**src/rtl/vfgf_pkg.sv**
```systemverilog
// shared types and constants of the voice frame gap filler
`timescale 1ns / 1ps
`default_nettype none

package vfgf_pkg;

    // field widths fixed by the stream format
    localparam int NUM_W = 5;
    localparam int CFG_W = 16;
    localparam int CFG_IDX_W = 2;

    // input opcodes
    localparam logic [1:0] OP_HEADER = 2'd0;
    localparam logic [1:0] OP_DATA   = 2'd1;
    localparam logic [1:0] OP_TICK   = 2'd2;

    // slow data actions
    localparam logic [1:0] ACT_NONE    = 2'd0;
    localparam logic [1:0] ACT_SYNC    = 2'd1;
    localparam logic [1:0] ACT_SILENCE = 2'd2;
    localparam logic [1:0] ACT_DATA    = 2'd3;

    // stream events
    localparam logic [1:0] EV_NONE  = 2'd0;
    localparam logic [1:0] EV_START = 2'd1;
    localparam logic [1:0] EV_END   = 2'd2;

    // configuration register indexes
    localparam logic [CFG_IDX_W-1:0] CFG_GAP_LIMIT      = 2'd0;
    localparam logic [CFG_IDX_W-1:0] CFG_SILENCE_TICKS  = 2'd1;
    localparam logic [CFG_IDX_W-1:0] CFG_HANG_TICKS     = 2'd2;
    localparam logic [CFG_IDX_W-1:0] CFG_WATCHDOG_TICKS = 2'd3;

    // configuration reset values
    localparam logic [4:0]  GAP_LIMIT_RST      = 5'd18;
    localparam logic [3:0]  SILENCE_TICKS_RST  = 4'd8;
    localparam logic [5:0]  HANG_TICKS_RST     = 6'd30;
    localparam logic [15:0] WATCHDOG_TICKS_RST = 16'd400;

    // largest number of fill frames in front of one data frame
    localparam logic [4:0] MAX_FILL = 5'd18;

    // frame sequence byte bits
    localparam int END_BIT = 6;

    typedef struct packed {
        logic [1:0]  opcode;
        logic [7:0]  seq_byte;
        logic [63:0] voice_low;
        logic [7:0]  voice_high;
        logic [23:0] slow_bytes;
    } in_item_t;

    typedef struct packed {
        logic        is_silence;
        logic [63:0] voice_out_low;
        logic [7:0]  voice_out_high;
        logic [1:0]  slow_action;
        logic [23:0] slow_out;
        logic [1:0]  stream_event;
        logic        last;
    } out_item_t;

    typedef enum logic [2:0] {
        S_IDLE,
        S_DECODE,
        S_HDR,
        S_FILL,
        S_FRAME,
        S_TICK_SIL,
        S_TICK_END
    } state_t;

    typedef enum logic [1:0] {
        RES_PLAIN_SIL,
        RES_FILL,
        RES_FRAME,
        RES_END
    } res_kind_t;

    typedef struct packed {
        logic      load_in;
        logic      hdr_init;
        logic      data_update;
        logic      tick_update;
        logic      emit;
        res_kind_t res_kind;
        logic [1:0] ev;
        logic      last;
    } cmd_t;

    typedef struct packed {
        logic [1:0] opcode;
        logic       end_bit;
        logic       in_range;
        logic       gap_ok;
        logic       next_eq_n;
        logic       tick_sil;
        logic       tick_end;
        logic       out_free;
    } stat_t;

endpackage

`default_nettype wire

```
**src/rtl/vfgf_ctrl.sv**
```systemverilog
// sequencing state machine of the voice frame gap filler
`timescale 1ns / 1ps
`default_nettype none

module vfgf_ctrl (
    input  wire logic           clk,
    input  wire logic           rst_n,
    input  wire logic           in_valid,
    output logic                in_ready,
    input  wire vfgf_pkg::stat_t stat,
    output vfgf_pkg::cmd_t      cmd
);
    import vfgf_pkg::*;

    state_t     state_reg, state_next;
    logic [1:0] hdr_cnt_reg, hdr_cnt_next;
    logic       end_reg, end_next;

    // state registers
    always_ff @(posedge clk or negedge rst_n)
    begin
        if (!rst_n)
        begin
            state_reg   <= S_IDLE;
            hdr_cnt_reg <= '0;
            end_reg     <= 1'b0;
        end
        else
        begin
            state_reg   <= state_next;
            hdr_cnt_reg <= hdr_cnt_next;
            end_reg     <= end_next;
        end
    end

    // next state and commands
    always_comb
    begin
        state_next   = state_reg;
        hdr_cnt_next = hdr_cnt_reg;
        end_next     = end_reg;
        in_ready     = 1'b0;
        cmd          = '0;
        cmd.res_kind = RES_PLAIN_SIL;
        cmd.ev       = EV_NONE;

        unique case (state_reg)
            S_IDLE:
            begin
                in_ready    = 1'b1;
                cmd.load_in = in_valid;
                if (in_valid)
                    state_next = S_DECODE;
            end

            S_DECODE:
            begin
                state_next = S_IDLE;
                unique case (stat.opcode)
                    OP_HEADER:
                    begin
                        cmd.hdr_init = 1'b1;
                        hdr_cnt_next = '0;
                        state_next   = S_HDR;
                    end
                    OP_DATA:
                    begin
                        cmd.data_update = 1'b1;
                        if (!stat.end_bit && stat.in_range && stat.gap_ok)
                            state_next = stat.next_eq_n ? S_FRAME : S_FILL;
                    end
                    OP_TICK:
                    begin
                        cmd.tick_update = 1'b1;
                        end_next        = stat.tick_end;
                        if (stat.tick_sil)
                            state_next = S_TICK_SIL;
                        else if (stat.tick_end)
                            state_next = S_TICK_END;
                    end
                    default:
                    begin
                        state_next = S_IDLE;
                    end
                endcase
            end

            // three silence frames, the first one marks the start
            S_HDR:
            begin
                cmd.res_kind = RES_PLAIN_SIL;
                cmd.ev       = (hdr_cnt_reg == 2'd0) ? EV_START : EV_NONE;
                cmd.last     = (hdr_cnt_reg == 2'd2);
                if (stat.out_free)
                begin
                    cmd.emit     = 1'b1;
                    hdr_cnt_next = hdr_cnt_reg + 2'd1;
                    if (hdr_cnt_reg == 2'd2)
                        state_next = S_IDLE;
                end
            end

            // silence frames up to the received number
            S_FILL:
            begin
                cmd.res_kind = RES_FILL;
                if (stat.next_eq_n)
                    state_next = S_FRAME;
                else if (stat.out_free)
                    cmd.emit = 1'b1;
            end

            S_FRAME:
            begin
                cmd.res_kind = RES_FRAME;
                cmd.last     = 1'b1;
                if (stat.out_free)
                begin
                    cmd.emit   = 1'b1;
                    state_next = S_IDLE;
                end
            end

            S_TICK_SIL:
            begin
                cmd.res_kind = RES_FILL;
                cmd.ev       = end_reg ? EV_END : EV_NONE;
                cmd.last     = 1'b1;
                if (stat.out_free)
                begin
                    cmd.emit   = 1'b1;
                    state_next = S_IDLE;
                end
            end

            S_TICK_END:
            begin
                cmd.res_kind = RES_END;
                cmd.ev       = EV_END;
                cmd.last     = 1'b1;
                if (stat.out_free)
                begin
                    cmd.emit   = 1'b1;
                    state_next = S_IDLE;
                end
            end

            default:
            begin
                state_next = S_IDLE;
            end
        endcase
    end

endmodule

`default_nettype wire

```
**src/rtl/vfgf_dp.sv**
```systemverilog
// datapath: configuration, stream state, item and result registers
`timescale 1ns / 1ps
`default_nettype none

module vfgf_dp #(
    parameter int SEQ_MODULUS = 21
) (
    input  wire logic                             clk,
    input  wire logic                             rst_n,
    input  wire vfgf_pkg::in_item_t               in_data,
    output vfgf_pkg::out_item_t                   out_data,
    output logic                                  out_valid,
    input  wire logic                             out_ready,
    input  wire logic                             cfg_we,
    input  wire logic [vfgf_pkg::CFG_IDX_W-1:0]   cfg_index,
    input  wire logic [vfgf_pkg::CFG_W-1:0]       cfg_data,
    input  wire vfgf_pkg::cmd_t                   cmd,
    output vfgf_pkg::stat_t                       stat
);
    import vfgf_pkg::*;

    localparam logic [NUM_W:0] MOD = (NUM_W + 1)'(SEQ_MODULUS);

    // configuration registers
    logic [4:0]  gap_limit_reg;
    logic [3:0]  silence_ticks_reg;
    logic [5:0]  hang_ticks_reg;
    logic [15:0] watchdog_ticks_reg;

    // stream state
    logic [NUM_W-1:0] next_number_reg, next_number_next;
    logic             busy_reg, busy_next;
    logic [3:0]       idle_ticks_reg, idle_ticks_next;
    logic [5:0]       hang_left_reg, hang_left_next;
    logic [15:0]      watchdog_count_reg, watchdog_count_next;
    logic             watchdog_running_reg, watchdog_running_next;

    // captured item and result register
    in_item_t  item_reg;
    out_item_t out_reg, out_next;
    logic      out_valid_reg, out_valid_next;

    logic [NUM_W-1:0] num;
    logic [NUM_W:0]   next_inc;
    logic [NUM_W-1:0] next_adv;
    logic [NUM_W:0]   gap;
    logic [4:0]       lim;
    logic [3:0]       idle_inc;
    logic [15:0]      wd_inc;
    logic             wd_end;
    logic             hang_end;

    // configuration writes
    always_ff @(posedge clk or negedge rst_n)
    begin
        if (!rst_n)
        begin
            gap_limit_reg      <= GAP_LIMIT_RST;
            silence_ticks_reg  <= SILENCE_TICKS_RST;
            hang_ticks_reg     <= HANG_TICKS_RST;
            watchdog_ticks_reg <= WATCHDOG_TICKS_RST;
        end
        else if (cfg_we)
        begin
            unique case (cfg_index)
                CFG_GAP_LIMIT:      gap_limit_reg      <= cfg_data[4:0];
                CFG_SILENCE_TICKS:  silence_ticks_reg  <= cfg_data[3:0];
                CFG_HANG_TICKS:     hang_ticks_reg     <= cfg_data[5:0];
                CFG_WATCHDOG_TICKS: watchdog_ticks_reg <= cfg_data[15:0];
                default:            gap_limit_reg      <= gap_limit_reg;
            endcase
        end
    end

    // item capture
    always_ff @(posedge clk)
    begin
        if (cmd.load_in)
            item_reg <= in_data;
    end

    // frame number arithmetic
    always_comb
    begin
        num      = item_reg.seq_byte[NUM_W-1:0];
        next_inc = {1'b0, next_number_reg} + (NUM_W + 1)'(1);
        next_adv = (next_inc >= MOD) ? '0 : next_inc[NUM_W-1:0];
        if (num >= next_number_reg)
            gap = {1'b0, num} - {1'b0, next_number_reg};
        else
            gap = {1'b0, num} + MOD - {1'b0, next_number_reg};
        lim = (gap_limit_reg > MAX_FILL) ? MAX_FILL : gap_limit_reg;
    end

    // tick counters
    always_comb
    begin
        idle_inc = idle_ticks_reg + 4'd1;
        wd_inc   = (watchdog_count_reg == 16'hFFFF) ? watchdog_count_reg
                                                    : watchdog_count_reg + 16'd1;
        wd_end   = watchdog_running_reg && (wd_inc >= watchdog_ticks_reg);
        hang_end = (hang_left_reg == 6'd1);
    end

    // status to the controller
    always_comb
    begin
        stat.opcode    = item_reg.opcode;
        stat.end_bit   = item_reg.seq_byte[END_BIT];
        stat.in_range  = ({1'b0, num} < MOD);
        stat.gap_ok    = (gap <= {1'b0, lim});
        stat.next_eq_n = (next_number_reg == num);
        stat.tick_sil  = busy_reg && (idle_inc == silence_ticks_reg);
        stat.tick_end  = wd_end || hang_end;
        stat.out_free  = !out_valid_reg || out_ready;
    end

    // stream state update
    always_comb
    begin
        next_number_next      = next_number_reg;
        busy_next             = busy_reg;
        idle_ticks_next       = idle_ticks_reg;
        hang_left_next        = hang_left_reg;
        watchdog_count_next   = watchdog_count_reg;
        watchdog_running_next = watchdog_running_reg;

        if (cmd.hdr_init)
        begin
            next_number_next      = '0;
            idle_ticks_next       = '0;
            hang_left_next        = '0;
            watchdog_count_next   = '0;
            watchdog_running_next = 1'b1;
            busy_next             = 1'b1;
        end

        if (cmd.data_update)
        begin
            watchdog_count_next = '0;
            idle_ticks_next     = '0;
            hang_left_next      = item_reg.seq_byte[END_BIT] ? hang_ticks_reg : 6'd0;
        end

        if (cmd.tick_update)
        begin
            if (busy_reg)
                idle_ticks_next = stat.tick_sil ? 4'd0 : idle_inc;
            if (watchdog_running_reg)
                watchdog_count_next = wd_inc;
            if (hang_left_reg != 6'd0)
                hang_left_next = hang_left_reg - 6'd1;
            if (stat.tick_end)
            begin
                busy_next             = 1'b0;
                watchdog_running_next = 1'b0;
            end
        end

        if (cmd.emit && (cmd.res_kind == RES_FILL || cmd.res_kind == RES_FRAME))
            next_number_next = next_adv;
    end

    always_ff @(posedge clk or negedge rst_n)
    begin
        if (!rst_n)
        begin
            next_number_reg      <= '0;
            busy_reg             <= 1'b0;
            idle_ticks_reg       <= '0;
            hang_left_reg        <= '0;
            watchdog_count_reg   <= '0;
            watchdog_running_reg <= 1'b0;
        end
        else
        begin
            next_number_reg      <= next_number_next;
            busy_reg             <= busy_next;
            idle_ticks_reg       <= idle_ticks_next;
            hang_left_reg        <= hang_left_next;
            watchdog_count_reg   <= watchdog_count_next;
            watchdog_running_reg <= watchdog_running_next;
        end
    end

    // result formatting
    always_comb
    begin
        out_next              = '0;
        out_next.stream_event = cmd.ev;
        out_next.last         = cmd.last;
        case (cmd.res_kind)
            RES_PLAIN_SIL:
            begin
                out_next.is_silence  = 1'b1;
                out_next.slow_action = ACT_NONE;
            end
            RES_FILL:
            begin
                out_next.is_silence  = 1'b1;
                out_next.slow_action = (next_number_reg == '0) ? ACT_SYNC : ACT_SILENCE;
            end
            RES_FRAME:
            begin
                out_next.voice_out_low  = item_reg.voice_low;
                out_next.voice_out_high = item_reg.voice_high;
                if (num == '0)
                    out_next.slow_action = ACT_SYNC;
                else
                begin
                    out_next.slow_action = ACT_DATA;
                    out_next.slow_out    = item_reg.slow_bytes;
                end
            end
            default:
            begin
                out_next.slow_action = ACT_NONE;
            end
        endcase
    end

    // result register handshake
    always_comb
    begin
        out_valid_next = out_valid_reg;
        if (cmd.emit)
            out_valid_next = 1'b1;
        else if (out_ready)
            out_valid_next = 1'b0;
    end

    always_ff @(posedge clk or negedge rst_n)
    begin
        if (!rst_n)
            out_valid_reg <= 1'b0;
        else
            out_valid_reg <= out_valid_next;
    end

    always_ff @(posedge clk)
    begin
        if (cmd.emit)
            out_reg <= out_next;
    end

    assign out_data  = out_reg;
    assign out_valid = out_valid_reg;

endmodule

`default_nettype wire

```
**src/rtl/voice_frame_gap_filler.sv**
```systemverilog
// top level of the voice frame gap filler
//
//   channel   direction  handshake                 payload
//   input     in         in_valid / in_ready       in_data (in_item_t)
//   output    out        out_valid / out_ready     out_data (out_item_t)
//   config    in         cfg_we                    cfg_index, cfg_data
//
// an item passes a capture state and a decode state, then its results
// follow one per cycle while the output register is free; a data frame
// after a gap of g > 0 passes one hand-over step in the fill state between
// the last fill frame and the frame itself; the gap is at most 18 frames
// the controller sequences every result through a single output register
// a stalled output holds the sequencer; the next item is taken once the last
// result of the previous one sits in the output register
// reset clears the stream state and loads the register defaults
`timescale 1ns / 1ps
`default_nettype none

module voice_frame_gap_filler #(
    parameter int SEQ_MODULUS = 21
) (
    input  wire logic                             clk,
    input  wire logic                             rst_n,
    input  wire logic                             in_valid,
    output logic                                  in_ready,
    input  wire vfgf_pkg::in_item_t               in_data,
    output logic                                  out_valid,
    input  wire logic                             out_ready,
    output vfgf_pkg::out_item_t                   out_data,
    input  wire logic                             cfg_we,
    input  wire logic [vfgf_pkg::CFG_IDX_W-1:0]   cfg_index,
    input  wire logic [vfgf_pkg::CFG_W-1:0]       cfg_data
);
    import vfgf_pkg::*;

    cmd_t  cmd;
    stat_t stat;

    // sequencer
    vfgf_ctrl u_ctrl (
        .clk      (clk),
        .rst_n    (rst_n),
        .in_valid (in_valid),
        .in_ready (in_ready),
        .stat     (stat),
        .cmd      (cmd)
    );

    // datapath
    vfgf_dp #(
        .SEQ_MODULUS (SEQ_MODULUS)
    ) u_dp (
        .clk       (clk),
        .rst_n     (rst_n),
        .in_data   (in_data),
        .out_data  (out_data),
        .out_valid (out_valid),
        .out_ready (out_ready),
        .cfg_we    (cfg_we),
        .cfg_index (cfg_index),
        .cfg_data  (cfg_data),
        .cmd       (cmd),
        .stat      (stat)
    );

endmodule

`default_nettype wire
```
**config.mk**
```make
export PLATFORM = sky130hd
export DESIGN_NAME = voice_frame_gap_filler
export DESIGN_NICKNAME = d
export VERILOG_FILES = /design/src/rtl/vfgf_pkg.sv /design/src/rtl/vfgf_ctrl.sv /design/src/rtl/vfgf_dp.sv /design/src/rtl/voice_frame_gap_filler.sv
export SDC_FILE = /design/constraint.sdc
export NUM_CORES = 1
export LEC_CHECK = 0
export BUFFER_PORTS_ARGS = -buffer_cell sky130_fd_sc_hd__buf_2
export CELL_PAD_IN_SITES_DETAIL_PLACEMENT = 0
export CELL_PAD_IN_SITES_GLOBAL_PLACEMENT = 1
export CORE_AREA = 2 2 165 167
export DETAILED_ROUTE_END_ITERATION = 7
export DIE_AREA = 0 0 167 169
export GPL_ROUTABILITY_DRIVEN = 0
export GPL_TIMING_DRIVEN = 1
export PLACE_DENSITY_LB_ADDON = 0.08
export SLEW_MARGIN = 0
export SYNTH_ARGS = -nofsm -noshare
export SYNTH_HDL_FRONTEND = slang
export SYNTH_SLANG_ARGS = --single-unit
```
**constraint.sdc**
```tcl
create_clock -name clk -period 5.8 [get_ports clk]
set_clock_uncertainty 0.1 [all_clocks]
set_input_delay 0.29 -clock clk [delete_from_list [all_inputs] [get_ports clk]]
set_output_delay 0.29 -clock clk [all_outputs]
set_load 0.01 [all_outputs]
```
==> results of run 1 <==
[cell families (layout without fill, tap and decap cells)]
group                    count (synthesis)  in the layout  synth area share
flip-flops                             277            277             0.676
AND/OR/NAND/NOR                        250            250             0.120
multiplexers                            38             38            0.0359
buffers and inverters                   71            457            0.0243
XOR/XNOR                                23             23            0.0182
adder cells (fa/ha/maj)                 48             48            0.0528
AO/OA/AOI/OAI                          134            134            0.0730
[power by group through the flow]
stage          clock, mW  sequential (mW)  combinational [mW]
4_1_cts             1.83             3.07                1.75
2_1_floorplan          0             3.23               0.934
3_5_place_dp           0             3.10                1.67
5_1_grt             1.90             3.13                1.92
3_3_place_gp           0             3.08                1.66
6_report            1.77             3.06                1.71
[final cells by class]
cell class / count / area [µm²] / area share
clock buffers: 43 / 831 / 0.0538
multi-input cells: 493 / 3550 / 0.230
well taps: 341 / 427 / 0.0276
clock inverters: 13 / 87.6 / 0.00567
inverters: 45 / 169 / 0.0109
repair buffers: 356 / 2400 / 0.155
flip-flops and latches: 277 / 7980 / 0.517
[critical path, stage by stage (launching register included)]
cell	delay, ps
sky130_fd_sc_hd__dfrtp_1	430
sky130_fd_sc_hd__ha_1	270
sky130_fd_sc_hd__and3_1	290
sky130_fd_sc_hd__and4_1	370
sky130_fd_sc_hd__nand2_1	250
sky130_fd_sc_hd__mux2_2	360
sky130_fd_sc_hd__ha_1	270
sky130_fd_sc_hd__o211ai_1	170
sky130_fd_sc_hd__nor2_1	50
sky130_fd_sc_hd__a2111oi_0	570
sky130_fd_sc_hd__o2111ai_1	300
sky130_fd_sc_hd__nand2_1	220
sky130_fd_sc_hd__a21boi_0	200
[metrics by stage]
step | setup slack [ps] | hold WS (ps) | std cells
floorplan | 1490 | -106 | 841
finish | 1860 | 53.6 | 1568
CTS | 1820 | 37.2 | 1568
detailed placement | 1860 | 368 | 1391
global route | 1480 | 72.6 | 1568
global placement | 2020 | 366 | 1391
[worst max path at each step]
stage,from,end,slack (ps),cells past startpoint
global route,u_dp.watchdog_count_reg[0],u_dp.watchdog_running_reg,1480,12
finish,u_dp.watchdog_count_reg[0],u_dp.watchdog_running_reg,1860,12
CTS,u_dp.watchdog_count_reg[0],u_dp.watchdog_running_reg,1820,12
detailed placement,u_dp.watchdog_count_reg[0],u_dp.watchdog_running_reg,1860,12
floorplan,u_dp.item_reg[98],u_dp.out_data[0],1490,7
global placement,u_dp.watchdog_count_reg[0],u_dp.watchdog_running_reg,2020,12
[Yosys cell counts, drive strengths merged (16+ instances only)]
master  count
nand3      16
a21oi      40
mux2       35
nand2      37
edfxtp    206
dfrtp      61
clkbuf     20
and2      100
inv        45
o21ai      29
ha         45
nor2       31
[routing by layer]
metal  GRT usage  up-vias  wire [µm]
met4      0.0615        0        878
met1       0.236     3640      11200
met3      0.0334       54       1340
li1            -     3795          -
met5           0        -          0
met2       0.297      202      12400
==> summary.md, run 1 <==
| Metric | Value |
|---|---|
| Per-cell routed wire length | `16.5 µm` |
| Post-CTS clock slew at the launch and capture registers of the worst setup and hold paths | `60 ps` |
| Count of final setup violators | `0` |
| Hold buffer count at cts | `121` |
| Total congestion overflow | `0` |
| Number of failing hold endpoints at the final stage | `0` |
| Filler Cell Count | `2149` |
| Type of destination of the critical path | `flop` |
| Tot Pwr | `6.55 mW` |
| Vias per inst | `4.90` |
| Worst reg2reg endpoint | `u_dp.watchdog_running_reg` |
| Post-synth design cell area | `11800 µm²` |
| Startpoint of the most critical hold path | `cfg_index[0]` |
| Worst Hold Path EP | `u_dp.gap_limit_reg[4]` |
| Number of buffers on the longest clock path | `3` |
| Fraction of the yosys area taken by sequential cells | `0.676` |
| Part of the total power dissipated in the clock network | `0.271` |
| Peak fanout along the critical path | `8` |
| Leak Pwr | `6.48 nW` |
| Hold-critical path depth | `4` |
| Die area | `28200 µm²` |
| Htree depth | `1` |
| Aggregate global-route resource usage | `0.178` |
| Top cell type's share of synthesized area | `0.524` |
| Largest voltage drop on the vdd net | `0.307 mV` |
| CTS root buf | `sky130_fd_sc_hd__clkbuf_16` |
| P_sw | `2.01 mW` |
| Unrepaired setup endpoints after global routing | `no` |
| Post-CTS Repair Setup Buffers | `0` |
| Synthesis-to-layout area growth | `30.8%` |
| DR pass1 iterations | `4` |
| Horizontal die dimension | `167 µm` |
| DR vias | `7691` |
| Worst relative slew slack | `0.287` |
| Most common cell after layout, fill and taps aside | `sky130_fd_sc_hd__buf_2` |
| Cell accounting for the most synthesized area | `sky130_fd_sc_hd__edfxtp_1` |
| Highest attainable clock frequency | `254 MHz` |
| Average cell area after synthesis | `14.0 µm²` |
| Pin count of the biggest net entering global routing | `78` |
| CTS buffer count | `30` |
| Total power density per cell area | `424 nW/µm²` |
| Flip-flop count of the largest register after layout | `102` |
| Setup TNS | `0 ps` |
| Status | `finished clean` |
| Vias in the first global route | `7675` |
| Final-stage net count | `1380` |
| Pint | `4.54 mW` |
| Ratio of cells with drive above 1 in the final layout | `0.274` |
| Worst reg-to-reg path cell count | `12` |
| Dpl hpwl | `17000 µm` |
| Residual antenna-violating net count after detailed routing | `0` |
| Minimum setup slack among reg-to-reg paths | `1860 ps` |
| Netlist cell types | `65` |
| Post-cts repair resize count | `0` |
| Post-synth EDFFs | `206` |
| Share of the clock period used by the worst path | `0.679` |
| Number of antenna violations at the first check in global routing | `0` |
| Area contributors post-synth | `sky130_fd_sc_hd__edfxtp_1, sky130_fd_sc_hd__dfrtp_1, sky130_fd_sc_hd__and2_1, sky130_fd_sc_hd__ha_1, sky130_fd_sc_hd__mux2_2` |
| Detailed-route DRC error count | `0` |
| Relative contribution of sequential cells to total power | `0.468` |
| Post-Layout Inst Area | `15400 µm²` |
| Required @ worst endpoint | `6160 ps` |
| Global-route wire length before repair | `40200 µm` |
| Max-capacitance violation count | `0` |
| Final core occ | `0.583` |
| Number of clock sinks | `277` |
| Height of the chip | `169 µm` |
| Count of buffers inserted at the top-level ports | `230` |
| Detailed Route WL | `25900 µm` |
| Post-detailed-placement cell area | `13300 µm²` |
| Switching fraction of total power | `0.306` |
| Predominant post-synthesis flop cell | `sky130_fd_sc_hd__edfxtp_1` |
| Class of the tightest hold or removal check | `input pin to flop` |
| Synthesized instance count | `841` |
| Nets in the synthesized netlist | `1018` |
| Number of diodes added for antenna fixing | `0` |
| Startpoint of the worst-slack reg-to-reg timing path | `u_dp.watchdog_count_reg[0]` |
| Crit Path Class | `flop to flop` |
| Number of top-level pins | `233` |
| #FFs+latches synth | `277` |
| CP startpoint kind | `flop` |
| Share of async-settable or async-resettable flops after synthesis | `0.256` |
| Clock tree from TritonCTS | `built` |
| Initial core utilization | `0.445` |
| Clock latency of the later-clocked register in the worst-skew pair | `540 ps` |
| Core region area | `26500 µm²` |
| Count of yosys warnings during synthesis | `0` |
| Number of DRC markers after the initial detailed-route iteration | `491` |
| Worst path arrival time | `4290 ps` |
| Site Rows | `60` |
| Shortest clock period the worst path allows after layout | `3940 ps` |
| Most used cells in the layout excluding fill and tap cells | `sky130_fd_sc_hd__buf_2, sky130_fd_sc_hd__edfxtp_1, sky130_fd_sc_hd__dlygate4sd3_1` |
| Slew Limit Fails | `0` |
| Comb pwr share | `0.261` |
| Transition time of the tightest slew-check pin | `1070 ps` |
Note: power is estimated with default switching activity, not from simulation.
==> run 2: changes to the inputs <==
ABC_AREA = 1   (was default)
CORE_AREA = 2 2 170 172   (was 2 2 165 167)
DIE_AREA = 0 0 172 174   (was 0 0 167 169)
clock period = 4 ns   (was 5.8 ns; I/O delays follow)
==> run 2 against run 1 <==
  * Sequential share of layout area shrank 1.1 points
  * Power grew 53%
  * Largest cell class unchanged
  * Clock power grew 55%
  * Synthesized area grew 0.58%
  * Combinational power grew 61%
  * Non-clock buffer count grew 5
  * Core utilization shrank 2.4 points
  * Clock-buffer cell count shrank 3
  * Critical path depth grew 8
  * Register-to-register slack lost 1100 ps
  * Wire length grew 0.65%
  * Hold slack gained 6.8 ps
==> summary.md, run 2 <==
| Metric | Value |
|---|---|
| Total power density per cell area | `636 nW/µm² (was 424 nW/µm²)` |
| Site Rows | `62 (was 60)` |
| Peak fanout along the critical path | `9 (was 8)` |
| Number of buffers on the longest clock path | `3 (unchanged)` |
| Shortest clock period the worst path allows after layout | `3240 ps (was 3940 ps)` |
| Hold-critical path depth | `3 (was 4)` |
| Clock tree from TritonCTS | `built (unchanged)` |
| Htree depth | `1 (unchanged)` |
| Leak Pwr | `7.51 nW (was 6.48 nW)` |
| Setup TNS | `0 ps (unchanged)` |
| Post-synth design cell area | `11900 µm² (was 11800 µm²)` |
| Max-capacitance violation count | `0 (unchanged)` |
| Number of DRC markers after the initial detailed-route iteration | `376 (was 491)` |
| Type of destination of the critical path | `flop (unchanged)` |
| Residual antenna-violating net count after detailed routing | `0 (unchanged)` |
| Initial core utilization | `0.420 (was 0.445)` |
| Per-cell routed wire length | `14.0 µm (was 16.5 µm)` |
| Post-CTS Repair Setup Buffers | `0 (unchanged)` |
| Number of antenna violations at the first check in global routing | `1 (was 0)` |
| Fraction of the yosys area taken by sequential cells | `0.672 (was 0.676)` |
| Detailed-route DRC error count | `0 (unchanged)` |
| Final core occ | `0.558 (was 0.583)` |
| Filler Cell Count | `2495 (was 2149)` |
| Flip-flop count of the largest register after layout | `102 (unchanged)` |
| Transition time of the tightest slew-check pin | `1050 ps (was 1070 ps)` |
| Vias per inst | `4.44 (was 4.90)` |
| Synthesis-to-layout area growth | `32.8% (was 30.8%)` |
| Cell accounting for the most synthesized area | `sky130_fd_sc_hd__edfxtp_1 (unchanged)` |
| DR vias | `8242 (was 7691)` |
| CTS buffer count | `30 (unchanged)` |
| Most frequent cells after synthesis | `sky130_fd_sc_hd__inv_1, sky130_fd_sc_hd__nand2_1, sky130_fd_sc_hd__edfxtp_1 (was sky130_fd_sc_hd__edfxtp_1, sky130_fd_sc_hd__and2_1, sky130_fd_sc_hd__dfrtp_1)` |
| Dpl hpwl | `17800 µm (was 17000 µm)` |
| Count of yosys warnings during synthesis | `0 (unchanged)` |
| Aggregate global-route resource usage | `0.176 (was 0.178)` |
| Count of buffers inserted at the top-level ports | `230 (unchanged)` |
| Total congestion overflow | `0 (unchanged)` |
| Height of the chip | `174 µm (was 169 µm)` |
| Number of clock sinks | `277 (unchanged)` |
| Post-CTS clock slew at the launch and capture registers of the worst setup and hold paths | `60 ps (about the same)` |
| Startpoint of the most critical hold path | `in_valid (was cfg_index[0])` |
| CP startpoint | `u_dp.watchdog_count_reg[0] (unchanged)` |
| Area contributors post-synth | `sky130_fd_sc_hd__edfxtp_1, sky130_fd_sc_hd__dfrtp_1, sky130_fd_sc_hd__inv_1, sky130_fd_sc_hd__nand2_1, sky130_fd_sc_hd__ha_1 (was sky130_fd_sc_hd__edfxtp_1, sky130_fd_sc_hd__dfrtp_1, sky130_fd_sc_hd__and2_1, sky130_fd_sc_hd__ha_1, sky130_fd_sc_hd__mux2_2)` |
| Number of failing hold endpoints at the final stage | `0 (unchanged)` |
| Status | `finished clean (unchanged)` |
| Share of async-settable or async-resettable flops after synthesis | `0.256 (unchanged)` |
| Ratio of cells with drive above 1 in the final layout | `0.207 (was 0.274)` |
| Post-synth EDFFs | `206 (unchanged)` |
| Share of the clock period used by the worst path | `0.809 (was 0.679)` |
| Class of the tightest hold or removal check | `input pin to flop (unchanged)` |
| Average cell area after synthesis | `11.0 µm² (was 14.0 µm²)` |
| Most common cell in the netlist | `sky130_fd_sc_hd__inv_1 (was sky130_fd_sc_hd__edfxtp_1)` |
| Detailed Route WL | `26100 µm (was 25900 µm)` |
| Count of final setup violators | `0 (unchanged)` |
| Pin count of the biggest net entering global routing | `89 (was 78)` |
| Nets in the synthesized netlist | `1252 (was 1018)` |
| Crit Path Class | `flop to flop (unchanged)` |
| Slew Limit Fails | `0 (unchanged)` |
| Worst relative slew slack | `0.300 (was 0.287)` |
| Highest attainable clock frequency | `309 MHz (was 254 MHz)` |
| Final-stage net count | `1629 (was 1380)` |
| Worst reg-to-reg path cell count | `20 (was 12)` |
| Startpoint of the worst-slack reg-to-reg timing path | `u_dp.watchdog_count_reg[0] (unchanged)` |
| Most used cells in the layout excluding fill and tap cells | `sky130_fd_sc_hd__buf_2, sky130_fd_sc_hd__inv_1, sky130_fd_sc_hd__nand2_1 (was sky130_fd_sc_hd__buf_2, sky130_fd_sc_hd__edfxtp_1, sky130_fd_sc_hd__dlygate4sd3_1)` |
| Vias in the first global route | `8471 (was 7675)` |
| Unrepaired setup endpoints after global routing | `no (unchanged)` |
| Global-route wire length before repair | `41600 µm (was 40200 µm)` |
| Worst Hold Margin | `60.4 ps (was 53.6 ps)` |
| Die area | `29900 µm² (was 28200 µm²)` |
| Worst path arrival time | `3620 ps (was 4290 ps)` |
| Predominant post-synthesis flop cell | `sky130_fd_sc_hd__edfxtp_1 (unchanged)` |
| Top cell type's share of synthesized area | `0.521 (was 0.524)` |
| CP startpoint kind | `flop (unchanged)` |
| Number of top-level pins | `233 (unchanged)` |
| Synthesized instance count | `1075 (was 841)` |
| Required @ worst endpoint | `4380 ps (was 6160 ps)` |
| Largest voltage drop on the vdd net | `0.441 mV (was 0.307 mV)` |
| Most common cell after layout, fill and taps aside | `sky130_fd_sc_hd__buf_2 (unchanged)` |
| Core region area | `28200 µm² (was 26500 µm²)` |
| CTS root buf | `sky130_fd_sc_hd__clkbuf_16 (unchanged)` |
| #FFs+latches synth | `277 (unchanged)` |
| Horizontal die dimension | `172 µm (was 167 µm)` |
| Post-cts repair resize count | `0 (unchanged)` |
| DR pass1 iterations | `6 (was 4)` |
| Clock latency of the later-clocked register in the worst-skew pair | `550 ps (was 540 ps)` |
| Netlist cell types | `43 (was 65)` |
[run 2: changes by cell type after synthesis, moves of 11 or more]
cell | previous run | this run
sky130_fd_sc_hd__nor2_1 | 28 | 78
sky130_fd_sc_hd__o21ai_0 | 29 | 56
sky130_fd_sc_hd__and2_1 | 100 | 1
sky130_fd_sc_hd__o22ai_1 | 1 | 13
sky130_fd_sc_hd__nand3_1 | 16 | 32
sky130_fd_sc_hd__a21oi_1 | 40 | 29
sky130_fd_sc_hd__nand2_1 | 37 | 226
sky130_fd_sc_hd__inv_1 | 45 | 229
sky130_fd_sc_hd__mux2_2 | 35 | 0
[run 2: power breakdown]
part           leakage (nW)  switching [mW]  total [mW]  internal, mW
registers              2.83           0.284        4.53          4.25
logic                  4.22            1.80        2.75         0.951
clock network         0.469            1.08        2.75          1.66
total                  7.51            3.17        10.0          6.86
[run 2: path summary, 6_finish.rpt]
kind	endpoint	slack (ps)
min in group asynchronous	u_dp.watchdog_ticks_reg[12]	120
setup reg to reg	u_ctrl.state_reg[2]	760
setup / recovery	u_ctrl.state_reg[2]	760
hold / removal	u_dp.stat[7]	60
hold reg to reg	u_dp.watchdog_ticks_reg[3]	380
max in group asynchronous	u_dp.next_number_reg[4]	2590
[run 2: repair_timing]
action | 4_1_cts | 5_1_grt
endpoints found under the hold margin | 164 | 0
hold buffers | 125 | 0
endpoints found under the setup margin | 0 | 0
[run 2: routing by layer]
metal  routed length, µm  up-vias  GRT usage
li1                    -     4233          -
met1               11000     3760      0.213
met2               12600      192      0.304
met3                1470       57     0.0376
met4                1050        0     0.0690
met5                   0        -          0
[run 2: area by class of cell]
type | instances | area (µm²) | share of cell area
sequential | 277 | 7980 | 0.506
multi-input combinational | 549 | 2970 | 0.189
timing repair buffer | 361 | 2480 | 0.158
inverter | 233 | 878 | 0.0557
clock buffer | 40 | 810 | 0.0514
tap | 384 | 480 | 0.0305
clock inverter | 12 | 158 | 0.0100
antenna | 1 | 2.50 | 0.000159
[run 2: kinds of logic (layout without fill, tap and decap cells)]
family	count (synthesis)	after routing	synth area share
xor gates and xnor gates	18	18	0.0139
other	0	1	0
DFF	277	277	0.672
and+or+nand+nor	365	365	0.128
AOI/OAI and AO/OA	118	118	0.0553
adders and majority gates	48	48	0.0525
buffers and inverters	249	646	0.0789
[run 2: per-stage QoR]
| step | instances | worst slack, ps | instance area (µm²) | power [mW] |
|---|---|---|---|---|
| after floorplan | 1075 | 550 | 11900 | 6.20 |
| after global placement | 1679 | 776 | 13500 | 7.25 |
| after detailed placement | 1679 | 774 | 13500 | 7.29 |
| after CTS | 1856 | 751 | 15800 | 10.2 |
| after global routing | 1856 | 344 | 15800 | 10.7 |
| final | 1857 | 763 | 15800 | 10.0 |
[run 2: worst max-delay path: stages, from the launching register on]
cell and delay, ps:
sky130_fd_sc_hd__dfrtp_1 370, sky130_fd_sc_hd__ha_1 180, sky130_fd_sc_hd__nand2_1 90, sky130_fd_sc_hd__nor2_2 190
sky130_fd_sc_hd__nand3_2 130, sky130_fd_sc_hd__nor2_4 130, sky130_fd_sc_hd__nand3b_4 160, sky130_fd_sc_hd__nand2_1 110
sky130_fd_sc_hd__xor2_1 200, sky130_fd_sc_hd__inv_1 70, sky130_fd_sc_hd__ha_1 270, sky130_fd_sc_hd__nand2_1 60
sky130_fd_sc_hd__nor3_1 310, sky130_fd_sc_hd__nand3_1 130, sky130_fd_sc_hd__nand3_1 170, sky130_fd_sc_hd__nand2_1 70
sky130_fd_sc_hd__nand2_1 100, sky130_fd_sc_hd__nand2_1 120, sky130_fd_sc_hd__nand2_1 90, sky130_fd_sc_hd__nand2_1 60
sky130_fd_sc_hd__nand2_1 50
==> run 3: changes to the inputs <==
ABC_AREA = 0   (was 1)
CORE_AREA = 2 2 165 167   (was 2 2 170 172)
DIE_AREA = 0 0 167 169   (was 0 0 172 174)
clock period = 3.25 ns   (was 4 ns; I/O delays follow)
==> run 3 against run 2 <==
  * The run now ends with setup timing left
  * Largest cell class unchanged
  * Wire length is 2.8% higher
  * Cell area is 2.1% higher
  * Global-route usage is 1.0 points higher
  * Sequential power is 19% higher
==> summary.md, run 3 (same netlist as run 1, synthesis figures left out) <==
| Metric | Value |
|---|---|
| Post-Place Worst Slack | `-186 ps (was 774 ps)` |
| DR pass1 iterations | `4 (was 6)` |
| Violated checks | `setup timing` |
| Final WS setup | `-131 ps (was 763 ps)` |
| Hold-critical path depth | `2 (was 3)` |
| Startpoint of the worst-slack reg-to-reg timing path | `u_dp.item_reg[96] (was u_dp.watchdog_count_reg[0])` |
| Per-cell routed wire length | `16.5 µm (was 14.0 µm)` |
| Clock latency of the later-clocked register in the worst-skew pair | `560 ps (was 550 ps)` |
| Core region area | `26500 µm² (was 28200 µm²)` |
| DR vias | `7918 (was 8242)` |
| Highest attainable clock frequency | `296 MHz (was 309 MHz)` |
| Post-detailed-placement cell area | `13700 µm² (was 13500 µm²)` |
| Synthesis-to-layout area growth | `36.3% (was 32.8%)` |
| Total power density per cell area | `756 nW/µm² (was 636 nW/µm²)` |
| Number of top-level pins | `233 (unchanged)` |
| Global-route wire length before repair | `42200 µm (was 41600 µm)` |
| Die area | `28200 µm² (was 29900 µm²)` |
| Post-CTS clock slew at the launch and capture registers of the worst setup and hold paths | `60 ps (about the same)` |
| Number of clock sinks | `277 (unchanged)` |
| Number of DRC markers after the initial detailed-route iteration | `452 (was 376)` |
| Startpoint of the most critical hold path | `in_valid (unchanged)` |
| Vias in the first global route | `7976 (was 8471)` |
| CP startpoint kind | `flop (unchanged)` |
| Leak Pwr | `6.82 nW (was 7.51 nW)` |
| Flip-flop count of the largest register after layout | `102 (unchanged)` |
| Worst reg2reg endpoint | `u_ctrl.state_reg[0] (was u_ctrl.state_reg[2])` |
| Vias per inst | `4.87 (was 4.44)` |
| Slowest cell on the critical path | `sky130_fd_sc_hd__or3b_4 (was sky130_fd_sc_hd__dfrtp_1)` |
| Share of the clock period used by the worst path | `1.04 (was 0.809)` |
| Pin count of the biggest net entering global routing | `73 (was 89)` |
| Setup TNS | `-304 ps (was 0 ps)` |
| Minimum setup slack among reg-to-reg paths | `-130 ps (was 760 ps)` |
| Total congestion overflow | `0 (unchanged)` |
| Number of antenna violations at the first check in global routing | `1 (unchanged)` |
| Max-capacitance violation count | `0 (unchanged)` |
| Transition time of the tightest slew-check pin | `971 ps (was 1050 ps)` |
| Required @ worst endpoint | `3580 ps (was 4380 ps)` |
| Largest voltage drop on the vdd net | `0.518 mV (was 0.441 mV)` |
| CP startpoint | `u_dp.item_reg[96] (was u_dp.watchdog_count_reg[0])` |
| Worst path arrival time | `3710 ps (was 3620 ps)` |
| Worst-path cell chain | `inv_1, ha_2, inv_2, fa_2, a211oi_2, nor2_1, or3b_4, mux2_4, ha_4, and4_1, a21oi_2, o31a_1, nor2_2, a31oi_1, o41ai_1 (was ha_1, nand2_1, nor2_2, nand3_2, nor2_4, nand3b_4, nand2_1, xor2_1, inv_1, ha_1, nand2_1, nor3_1, nand3_1, nand3_1, nand2_1, nand2_1, nand2_1, nand2_1, nand2_1, nand2_1)` |
| Number of failing hold endpoints at the final stage | `0 (unchanged)` |
| Count of buffers inserted at the top-level ports | `230 (unchanged)` |
| Number of buffers on the longest clock path | `3 (unchanged)` |
| Clock tree from TritonCTS | `built (unchanged)` |
| Worst relative slew slack | `0.353 (was 0.300)` |
| Type of destination of the critical path | `flop (unchanged)` |
| Slew Limit Fails | `0 (unchanged)` |
| Crit Path Class | `flop to flop (unchanged)` |
| Peak fanout along the critical path | `6 (was 9)` |
| Initial core utilization | `0.445 (was 0.420)` |
| Detailed Route WL | `26800 µm (was 26100 µm)` |
| Count of final setup violators | `3 (was 0)` |
| Final-stage net count | `1439 (was 1629)` |
| Slowest stage delay, CP | `420 ps (was 370 ps)` |
| Horizontal die dimension | `167 µm (was 172 µm)` |
| Detailed-route DRC error count | `0 (unchanged)` |
| Worst Hold Path EP | `u_dp.item_reg[42] (was u_dp.stat[7])` |
| Residual antenna-violating net count after detailed routing | `0 (unchanged)` |
| Post-Layout Cell Count | `1626 (was 1857)` |
| Worst reg-to-reg path cell count | `15 (was 20)` |
| Shortest clock period the worst path allows after layout | `3380 ps (was 3240 ps)` |
| Site Rows | `60 (was 62)` |
| CTS buffer count | `30 (unchanged)` |
| Status | `finished with violations (was finished clean)` |
| Dpl hpwl | `17800 µm (about the same)` |
| CTS root buf | `sky130_fd_sc_hd__clkbuf_16 (unchanged)` |
| Height of the chip | `169 µm (was 174 µm)` |
| Cell count after placement | `1440 (was 1679)` |
| Htree depth | `1 (unchanged)` |
| Aggregate global-route resource usage | `0.186 (was 0.176)` |
| Unrepaired setup endpoints after global routing | `yes (was no)` |
| Post-Layout Inst Area | `16100 µm² (was 15800 µm²)` |
| Most used cells in the layout excluding fill and tap cells | `sky130_fd_sc_hd__buf_2, sky130_fd_sc_hd__edfxtp_1, sky130_fd_sc_hd__dlygate4sd3_1 (was sky130_fd_sc_hd__buf_2, sky130_fd_sc_hd__inv_1, sky130_fd_sc_hd__nand2_1)` |
| Ratio of cells with drive above 1 in the final layout | `0.322 (was 0.207)` |
| Class of the tightest hold or removal check | `input pin to flop (unchanged)` |
| Most common cell after layout, fill and taps aside | `sky130_fd_sc_hd__buf_2 (unchanged)` |
==> run 3: changes by cell type in the layout (fill, tap and decap cells not counted), moves of 12 or more <==
cell	change
sky130_fd_sc_hd__mux2_2	+34
sky130_fd_sc_hd__and2_1	+97
sky130_fd_sc_hd__o22ai_1	-12
sky130_fd_sc_hd__nand2_1	-191
sky130_fd_sc_hd__nor2_1	-50
sky130_fd_sc_hd__o21ai_0	-28
sky130_fd_sc_hd__nand3_1	-16
sky130_fd_sc_hd__inv_1	-184
sky130_fd_sc_hd__buf_4	+50
==> run 3: critical path, delay by kind of cell, from the launching register on <==
family	cells	cell delay, ps
AND/OR/NAND/NOR	4	810
adder cells (fa/ha/maj)	3	780
AO/OA/AOI/OAI	5	720
flip-flops	1	380
multiplexers	1	330
buffers and inverters	2	110
==> run 3: timing repair <==
| action | 4_1_cts | 5_1_grt |
|---|---|---|
| gates resized for setup | 4 | 16 |
| endpoints found under the setup margin | 4 | 6 |
| hold buffers | 127 | 0 |
| endpoints found under the hold margin | 197 | 0 |
| setup buffers | 1 | 3 |
| pin swaps | 2 | 6 |
==> run 3: layout make-up <==
class / count / area (µm²)
diodes: 1 / 2.50
clock buffers: 33 / 762
fillers: 2089 / 10400
multi-input cells: 493 / 3640
inverters: 45 / 169
flip-flops and latches: 277 / 7980
repair buffers: 415 / 2910
well taps: 341 / 427
clock inverters: 21 / 201
==> run 3: per-layer routing <==
metal / part of all wire / global-route usage / vias up
met5: 0 / 0 / -
met4: 0.020 / 0.0480 / 0
met3: 0.052 / 0.0320 / 40
met2: 0.49 / 0.318 / 200
met1: 0.43 / 0.247 / 3769
li1: - / - / 3909
==> run 3: where the power goes <==
| group | total, mW | internal, mW | switching (mW) | leakage [nW] |
|---|---|---|---|---|
| clock | 3.30 | 1.93 | 1.37 | 0.478 |
| combinational | 3.49 | 1.44 | 2.04 | 3.49 |
| sequential | 5.38 | 5.06 | 0.324 | 2.85 |
==> run 3: how the worst max path moves through the flow <==
stage | end | depth (start not counted)
final | u_ctrl.state_reg[0] | 15
after global routing | u_ctrl.state_reg[0] | 15
after CTS | u_ctrl.state_reg[0] | 15
after global placement | u_ctrl.state_reg[2] | 17
after floorplan | u_ctrl.state_reg[0] | 16
after detailed placement | u_ctrl.state_reg[0] | 15
==> run 3: metrics by stage <==
step	hold WS, ps	total power [mW]	utilization
floorplan	-233	7.40	-
global placement	239	8.69	0.519
detailed placement	241	8.74	0.519
CTS	26.6	12.2	0.604
global route	37.5	12.9	0.607
finish	41.7	12.2	0.607
